==> src/tcp_header_capture_parser_unit_macros.svh <==
// Assertion macros for the TCP header capture parser.
// Included by the modules that carry concurrent assertions; no other dependencies.
`ifndef TCP_HEADER_CAPTURE_PARSER_UNIT_MACROS_SVH
`define TCP_HEADER_CAPTURE_PARSER_UNIT_MACROS_SVH

// Check on every rising clock edge outside reset.
`define TCPHC_ASSERT(label, clk, rst_n, prop, msg) \
    label: assert property (@(posedge clk) disable iff (!rst_n) (prop)) else $error(msg);

// Check on every rising clock edge, reset included.
`define TCPHC_ASSERT_ALWAYS(label, clk, prop, msg) \
    label: assert property (@(posedge clk) (prop)) else $error(msg);

`endif

==> src/tcphc_pkg.sv <==
// Shared types and constants for the TCP header capture parser.
// Used by the controller, the datapath and the top level; no dependencies.
package tcphc_pkg;

    localparam logic [6:0] OFFSET_MAX     = 7'd127;
    localparam logic [6:0] OFF_ETYPE_HI   = 7'd12;
    localparam logic [6:0] OFF_ETYPE_LO   = 7'd13;
    localparam logic [6:0] ETH_HDR_BYTES  = 7'd14;
    localparam logic [6:0] OFF_IP_PROTO   = 7'd23;
    localparam logic [7:0] ETYPE_IPV4_HI  = 8'h08;
    localparam logic [7:0] ETYPE_IPV4_LO  = 8'h00;
    localparam logic [7:0] IP_PROTO_TCP   = 8'd6;
    localparam logic [3:0] MIN_IHL        = 4'd5;

    typedef struct packed {
        logic take;
        logic load;
    } tcphc_cmd_t;

    typedef struct packed {
        logic window_done;
        logic out_free;
        logic rd_final;
    } tcphc_status_t;

endpackage

==> src/tcphc_ctrl.sv <==
// Controller for the TCP header capture parser: capture and drain sequencing.
// Depends on tcphc_pkg for the command and status structs.
module tcphc_ctrl (
    input  logic                    clk,
    input  logic                    rst_n,
    input  logic                    frame_valid,
    output logic                    frame_stall,
    input  tcphc_pkg::tcphc_status_t sts,
    output tcphc_pkg::tcphc_cmd_t    cmd
);
    import tcphc_pkg::*;

    typedef enum logic [1:0] {
        S_CAPTURE = 2'b01,
        S_DRAIN   = 2'b10
    } state_t;

    state_t state_reg;
    state_t state_next;

    always_comb
    begin
        state_next  = state_reg;
        frame_stall = 1'b1;
        cmd.take    = 1'b0;
        cmd.load    = 1'b0;
        unique case (state_reg)
            S_CAPTURE:
            begin
                frame_stall = 1'b0;
                cmd.take    = frame_valid;
                if (frame_valid && sts.window_done)
                begin
                    state_next = S_DRAIN;
                end
            end
            S_DRAIN:
            begin
                cmd.load = sts.out_free;
                if (sts.out_free && sts.rd_final)
                begin
                    state_next = S_CAPTURE;
                end
            end
            default:
            begin
                state_next = S_CAPTURE;
            end
        endcase
    end

    always_ff @(posedge clk or negedge rst_n)
    begin
        if (!rst_n)
        begin
            state_reg <= S_CAPTURE;
        end
        else
        begin
            state_reg <= state_next;
        end
    end

endmodule

==> src/tcphc_datapath.sv <==
// Datapath for the TCP header capture parser: header checks, window memory, output register.
// Depends on tcphc_pkg and the assertion macros header.
module tcphc_datapath #(
    parameter int CAPTURE_BYTES = 32
) (
    input  logic                     clk,
    input  logic                     rst_n,
    input  logic [7:0]               frame_byte,
    input  logic                     frame_end,
    output logic [7:0]               captured_byte,
    output logic                     capture_last,
    output logic                     capture_valid,
    input  logic                     capture_stall,
    input  tcphc_pkg::tcphc_cmd_t    cmd,
    output tcphc_pkg::tcphc_status_t sts
);
    import tcphc_pkg::*;
    `include "tcp_header_capture_parser_unit_macros.svh"

    localparam int AW = (CAPTURE_BYTES > 1) ? $clog2(CAPTURE_BYTES) : 1;
    localparam int CW = $clog2(CAPTURE_BYTES + 1);

    logic [6:0]    offset_reg;
    logic [6:0]    offset_next;
    logic [7:0]    etype_hi_reg;
    logic [7:0]    etype_hi_next;
    logic          rejected_reg;
    logic          rejected_next;
    logic [3:0]    ihl_reg;
    logic [3:0]    ihl_next;
    logic [CW-1:0] count_reg;
    logic [CW-1:0] count_next;
    logic [CW-1:0] count_inc;
    logic [7:0]    start_off;
    logic          capture_en;
    logic          window_done;
    logic          wr_en;
    logic [AW-1:0] rd_ptr_reg;
    logic [AW-1:0] rd_ptr_next;
    logic          out_valid_reg;
    logic [7:0]    out_byte_reg;
    logic          out_last_reg;

    logic [7:0] window_mem [CAPTURE_BYTES];

    always_comb
    begin
        etype_hi_next = etype_hi_reg;
        rejected_next = rejected_reg;
        ihl_next      = ihl_reg;
        count_next    = count_reg;
        window_done   = 1'b0;
        if (!rejected_reg)
        begin
            if (offset_reg == OFF_ETYPE_HI)
            begin
                etype_hi_next = frame_byte;
            end
            else if (offset_reg == OFF_ETYPE_LO)
            begin
                if (etype_hi_reg != ETYPE_IPV4_HI || frame_byte != ETYPE_IPV4_LO)
                begin
                    rejected_next = 1'b1;
                end
            end
            else if (offset_reg == ETH_HDR_BYTES)
            begin
                ihl_next = frame_byte[3:0];
                if (frame_byte[3:0] < MIN_IHL)
                begin
                    rejected_next = 1'b1;
                end
            end
            else if (offset_reg == OFF_IP_PROTO)
            begin
                if (frame_byte != IP_PROTO_TCP)
                begin
                    rejected_next = 1'b1;
                end
            end
        end

        start_off  = {1'b0, ETH_HDR_BYTES} + {2'b00, ihl_next, 2'b00};
        capture_en = !rejected_next && (offset_reg > ETH_HDR_BYTES)
                     && ({1'b0, offset_reg} >= start_off);
        count_inc  = count_reg + CW'(1);
        if (capture_en)
        begin
            if (count_inc == CW'(CAPTURE_BYTES))
            begin
                window_done   = 1'b1;
                rejected_next = 1'b1;
                count_next    = '0;
            end
            else
            begin
                count_next = count_inc;
            end
        end

        offset_next = (offset_reg < OFFSET_MAX) ? offset_reg + 7'd1 : offset_reg;

        if (frame_end)
        begin
            offset_next   = '0;
            etype_hi_next = '0;
            rejected_next = 1'b0;
            ihl_next      = '0;
            count_next    = '0;
        end
    end

    assign wr_en = cmd.take && capture_en;

    always_ff @(posedge clk or negedge rst_n)
    begin
        if (!rst_n)
        begin
            offset_reg   <= '0;
            etype_hi_reg <= '0;
            rejected_reg <= 1'b0;
            ihl_reg      <= '0;
            count_reg    <= '0;
        end
        else if (cmd.take)
        begin
            offset_reg   <= offset_next;
            etype_hi_reg <= etype_hi_next;
            rejected_reg <= rejected_next;
            ihl_reg      <= ihl_next;
            count_reg    <= count_next;
        end
    end

    assign sts.rd_final    = (rd_ptr_reg == AW'(CAPTURE_BYTES - 1));
    assign sts.out_free    = !out_valid_reg || !capture_stall;
    assign sts.window_done = window_done;
    assign rd_ptr_next     = sts.rd_final ? '0 : rd_ptr_reg + AW'(1);

    // Window memory: written during capture, read into the output register during drain.
    always_ff @(posedge clk)
    begin
        if (wr_en)
        begin
            window_mem[count_reg[AW-1:0]] <= frame_byte;
        end
        if (cmd.load)
        begin
            out_byte_reg <= window_mem[rd_ptr_reg];
            out_last_reg <= sts.rd_final;
        end
    end

    always_ff @(posedge clk or negedge rst_n)
    begin
        if (!rst_n)
        begin
            rd_ptr_reg    <= '0;
            out_valid_reg <= 1'b0;
        end
        else
        begin
            if (cmd.load)
            begin
                rd_ptr_reg    <= rd_ptr_next;
                out_valid_reg <= 1'b1;
            end
            else if (!capture_stall)
            begin
                out_valid_reg <= 1'b0;
            end
        end
    end

    assign captured_byte = out_byte_reg;
    assign capture_last  = out_last_reg;
    assign capture_valid = out_valid_reg;

    `TCPHC_ASSERT(a_count_in_range, clk, rst_n, count_reg < CW'(CAPTURE_BYTES), "window count out of range")
    `TCPHC_ASSERT(a_no_take_in_drain, clk, rst_n, !(cmd.take && cmd.load), "transfer taken while draining")
    `TCPHC_ASSERT(a_burst_from_zero, clk, rst_n, (cmd.take && window_done) |=> (rd_ptr_reg == '0), "burst does not start at entry zero")
    `TCPHC_ASSERT_ALWAYS(a_reset_clear, clk, (!rst_n) |=> (count_reg == '0 && !out_valid_reg), "state not cleared in reset")

endmodule

==> src/tcp_header_capture_parser_unit.sv <==
// The parser accepts one Ethernet frame byte per cycle while capturing. Frames must carry
// EtherType 0x0800, an IPv4 header length of at least 5 and protocol 6; from offset
// 14 + 4 * header length the next CAPTURE_BYTES bytes are stored in a window memory. The
// byte that completes the window is followed by a drain of CAPTURE_BYTES bytes, one byte
// per cycle unless capture_stall is held, through the memory's single read port, during
// which frame_stall is high. Short or failing frames produce nothing.
// Top level: instantiates tcphc_ctrl and tcphc_datapath; depends on tcphc_pkg.
module tcp_header_capture_parser_unit #(
    parameter int CAPTURE_BYTES = 32
) (
    input  logic       clk,
    input  logic       rst_n,
    input  logic       frame_valid,
    output logic       frame_stall,
    input  logic [7:0] frame_byte,
    input  logic       frame_end,
    output logic       capture_valid,
    input  logic       capture_stall,
    output logic [7:0] captured_byte,
    output logic       capture_last
);
    import tcphc_pkg::*;

    tcphc_cmd_t    cmd;
    tcphc_status_t sts;

    tcphc_ctrl u_ctrl (
        .clk         (clk),
        .rst_n       (rst_n),
        .frame_valid (frame_valid),
        .frame_stall (frame_stall),
        .sts         (sts),
        .cmd         (cmd)
    );

    tcphc_datapath #(
        .CAPTURE_BYTES (CAPTURE_BYTES)
    ) u_datapath (
        .clk           (clk),
        .rst_n         (rst_n),
        .frame_byte    (frame_byte),
        .frame_end     (frame_end),
        .captured_byte (captured_byte),
        .capture_last  (capture_last),
        .capture_valid (capture_valid),
        .capture_stall (capture_stall),
        .cmd           (cmd),
        .sts           (sts)
    );

endmodule

==> config.mk <==
export PLATFORM = sky130hd
export DESIGN_NAME = tcp_header_capture_parser_unit
export DESIGN_NICKNAME = d
export VERILOG_FILES = /design/src/tcphc_pkg.sv /design/src/tcphc_ctrl.sv /design/src/tcphc_datapath.sv /design/src/tcp_header_capture_parser_unit.sv
export VERILOG_INCLUDE_DIRS = /design/src /design/src/src
export SDC_FILE = /design/constraint.sdc
export NUM_CORES = 1
export LEC_CHECK = 0
export BUFFER_PORTS_ARGS = -buffer_cell sky130_fd_sc_hd__buf_2
export CAP_MARGIN = 25
export CORE_MARGIN = 10
export CORE_UTILIZATION = 56
export CTS_CLUSTER_DIAMETER = 40
export CTS_CLUSTER_SIZE = 24
export DETAILED_ROUTE_END_ITERATION = 10
export PLACE_DENSITY_LB_ADDON = 0.15
export SLEW_MARGIN = 30
export SYNTH_ARGS = -nofsm -noshare
export SYNTH_HDL_FRONTEND = slang
export SYNTH_SLANG_ARGS = --single-unit
export TNS_END_PERCENT = 100
==> constraint.sdc <==
create_clock -name clk -period 4.24 [get_ports clk]
set_clock_uncertainty 0.05 [all_clocks]
set_input_delay 0.212 -clock clk [delete_from_list [all_inputs] [get_ports clk]]
set_output_delay 0.212 -clock clk [all_outputs]
set_load 0.05 [all_outputs]
==> results_dict.tcl <==
set metrics [dict create \
    outcome "finished, violations left" \
    violations "negative setup slack" \
    clock_latency_ns 0.52 \
    max_freq_ghz 0.2356 \
    min_from "frame_end" \
    p_sw_mw 2.263 \
    num_rows 54 \
    numPortBuffers 23 \
    clk_path_buf_depth 3 \
    core-area_mm2 0.02182 \
    cts_root_buf "clkbuf_16" \
    synth_edf_count 265 \
    cts_tree "yes" \
    largest_reg_flops 256 \
    end_kind "flop" \
    peakVddDrop_v 0.0003451 \
    crit_required_ns 4.39 \
    whs_ns 0.07112 \
    nets 839 \
    utilization_pct 67.87 \
    hold_depth 2 \
    setup_viol 19 \
    worst_slack_ns -0.004636 \
    synth_cells 738 \
    timing.rr.start "u_datapath.offset_reg[0]" \
    first_global_vias 7252 \
    rsz0062_at_grt "true" \
    total_power_mw 8.200 \
    slew_headroom_pct 39.53 \
    combPwrFrac_pct 18.5 \
    dr.pass1.iters 6 \
    cts.clk_slew.worst_paths_ns 0.05 \
    crit_type "flop to flop" \
    min_to "u_datapath.offset_reg[4]" \
    crit_fanout 8 \
    htreeDepth 2 \
    final_area_mm2 0.01481 \
    numCtsBuffers 39 \
    vias_per_cell 6.412 \
    min_period_ns 4.245 \
    antenna_found_initial 0 \
    ys.flop_type "edfxtp_1" \
    start_kind "flop" \
    initial_core_util_pct 56.86 \
    p_leak_nw 5.106 \
    synthToLayoutAreaGrowth_pct 19.36 \
    ys_ff_latch 299 \
    syn_avg_cell_area_um2 16.81 \
    min_path_type "input port to flop" \
    p_int_mw 5.936 \
    powerDensity_mw_per_mm2 553.6 \
    rrSetupSlack_ns -0.005 \
    grt_pass1_wl_um 45400 \
    dpl.hpwl_um 18960 \
    die_x_um 168.9 \
    grt.overflow.total 0 \
    sw_frac_of_total_pct 27.60 \
    drcViolationCount 0 \
    p_seq_share_pct 41.5 \
    yosysWarnings 0 \
    slew_violations 0 \
    synth_nets 767 \
    ys_types 63 \
    clock-sinks 299 \
    num_io_pins 24 \
    finalHoldViolCount 0 \
    drive_gt1_share_pct 28.93 \
    die_h_um 168.9 \
    track_usage_pct 21.10 \
    pre_cts_ws_ns -0.09919 \
    worstMarginPinSlew_ns 0.9070 \
    vias 7181 \
    placed_area_mm2 0.01328 \
    critPathArrivalTime_ns 4.39 \
    diodes 0 \
    die_area_mm2 0.02851 \
    p_clk_share_pct 40.0 \
    wirelength_um 30130 \
    first_iter_violations 759 \
    place_congestion 0.9612 \
    synth_area_mm2 0.01241 \
    reg2reg_depth 16 \
    ant_nets 0 \
    ys_seq_area_share_pct 70.99 \
    routedWlPerCell_um 26.90 \
    r2r-end "u_datapath.window_mem[1][1]" \
    maxCapViolCount 0 \
    grt_max_degree 46 \
    synthArstFlopShare_pct 11.37 \
    post-route-period-util_pct 100.1 \
]
routing by layer:
layer	GRT usage, %	vias up	part of all wire, %
met5	0	-	0
met4	5.299	0	1.9
met3	4.377	49	8.1
met2	33.76	349	49
met1	29.09	3669	42
li1	-	3114	-
worst max-delay path by stage:
stage                                        start                      endpoint  cells past startpoint
after floorplan           u_datapath.offset_reg[0]  u_datapath.window_mem[12][0]                     16
after global placement    u_datapath.offset_reg[0]  u_datapath.window_mem[29][7]                     16
after detailed placement  u_datapath.offset_reg[0]   u_datapath.window_mem[9][0]                     16
after CTS                 u_datapath.offset_reg[0]  u_datapath.window_mem[29][0]                     16
after global routing      u_datapath.offset_reg[0]  u_datapath.window_mem[21][0]                     16
final                     u_datapath.offset_reg[0]   u_datapath.window_mem[1][1]                     16
synthesized netlist by cell type (all sizes together) (3+ instances only):
library cell | instances | area share [%]
nor4 | 3 | 0.15
o221ai | 24 | 1.7
mux2i | 55 | 4.6
edfxtp | 265 | 64
a22o | 8 | 0.56
or3 | 7 | 0.39
or2 | 3 | 0.15
nand4 | 3 | 0.15
a21o | 8 | 0.48
o22ai | 18 | 0.91
nor2 | 49 | 1.5
nor3 | 8 | 0.41
dfrtp | 33 | 6.7
a31o | 3 | 0.21
nand3b | 3 | 0.18
o21ai | 21 | 0.85
clkbuf | 24 | 0.73
mux4 | 40 | 7.3
nand3 | 14 | 1.0
inv | 10 | 0.30
nand2 | 41 | 1.3
a21oi | 17 | 0.69
buf | 18 | 0.89
ha | 16 | 1.6
a211oi | 7 | 0.42
nand2b | 5 | 0.25
placed cells by master (no fill, tap or decap), types with 6 or more instances in the layout:
master	instances
o221ai_1	24
a21o_1	8
buf_6	8
ha_1	13
mux2i_1	53
nor3_1	7
nand2_1	40
nand3_1	9
inv_1	9
clkinv_2	6
buf_12	7
mux4_2	40
a21oi_1	16
nor2_1	18
a211oi_1	7
clkbuf_16	41
a22o_1	8
buf_4	32
buf_2	23
edfxtp_1	265
clkinvlp_4	6
nor2_4	31
o22ai_1	18
dfrtp_1	31
o21ai_0	19
kinds of logic (layout without fill, tap and decap cells):
family | count (synthesis) | after routing | share of synthesized area, %
buffers and inverters | 52 | 154 | 1.916
flip-flops | 299 | 299 | 70.99
multiplexers | 95 | 95 | 11.83
XOR/XNOR | 4 | 4 | 0.2824
adder cells (fa/ha/maj) | 16 | 16 | 1.613
AND/OR/NAND/NOR | 151 | 151 | 6.413
AO/OA/AOI/OAI | 121 | 121 | 6.957
power by group through the flow:
stage	sequential [mW]	combinational [mW]	clock, mW
global placement	3.46	1.46	0
CTS	3.41	1.49	3.32
global route	3.42	1.60	3.46
detailed placement	3.47	1.48	0
floorplan	3.33	1.19	0
finish	3.40	1.52	3.28
critical path: stages, from the launching register on:
cell and delay, ns:
dfrtp_1 0.40, inv_2 0.07, ha_4 0.16, or4_4 0.46
or3_4 0.39, mux2i_4 0.21, ha_2 0.20, or3_4 0.37
ha_4 0.28, o211ai_1 0.08, nor2_1 0.13, a221oi_2 0.09
a311oi_4 0.34, buf_6 0.19, nand3_4 0.09, buf_12 0.17
nor2_4 0.23
layout make-up:
class                      count  area, um^2
tap                          280       350.3
multi-input combinational    387        3655
sequential                   299        8815
clock inverter                27       266.5
timing repair buffer          73       620.6
inverter                      10       37.54
fill                        1417        7012
clock buffer                  44        1067
through the flow:
step / cells / setup TNS (ns)
final: 1120 / -0.04006
after global routing: 1120 / -32.02
after CTS: 1118 / -0.8884
after detailed placement: 1042 / -14.02
after global placement: 1042 / -0.9703
after floorplan: 738 / 0
timing repair:
item,in CTS,in global routing
resized for setup,4,26
hold endpoints to repair,34,0
pin swaps,7,11
hold buffers,2,0
setup endpoints to repair,256,256
setup buffers,3,2
Power figures use the tool's default switching activity.
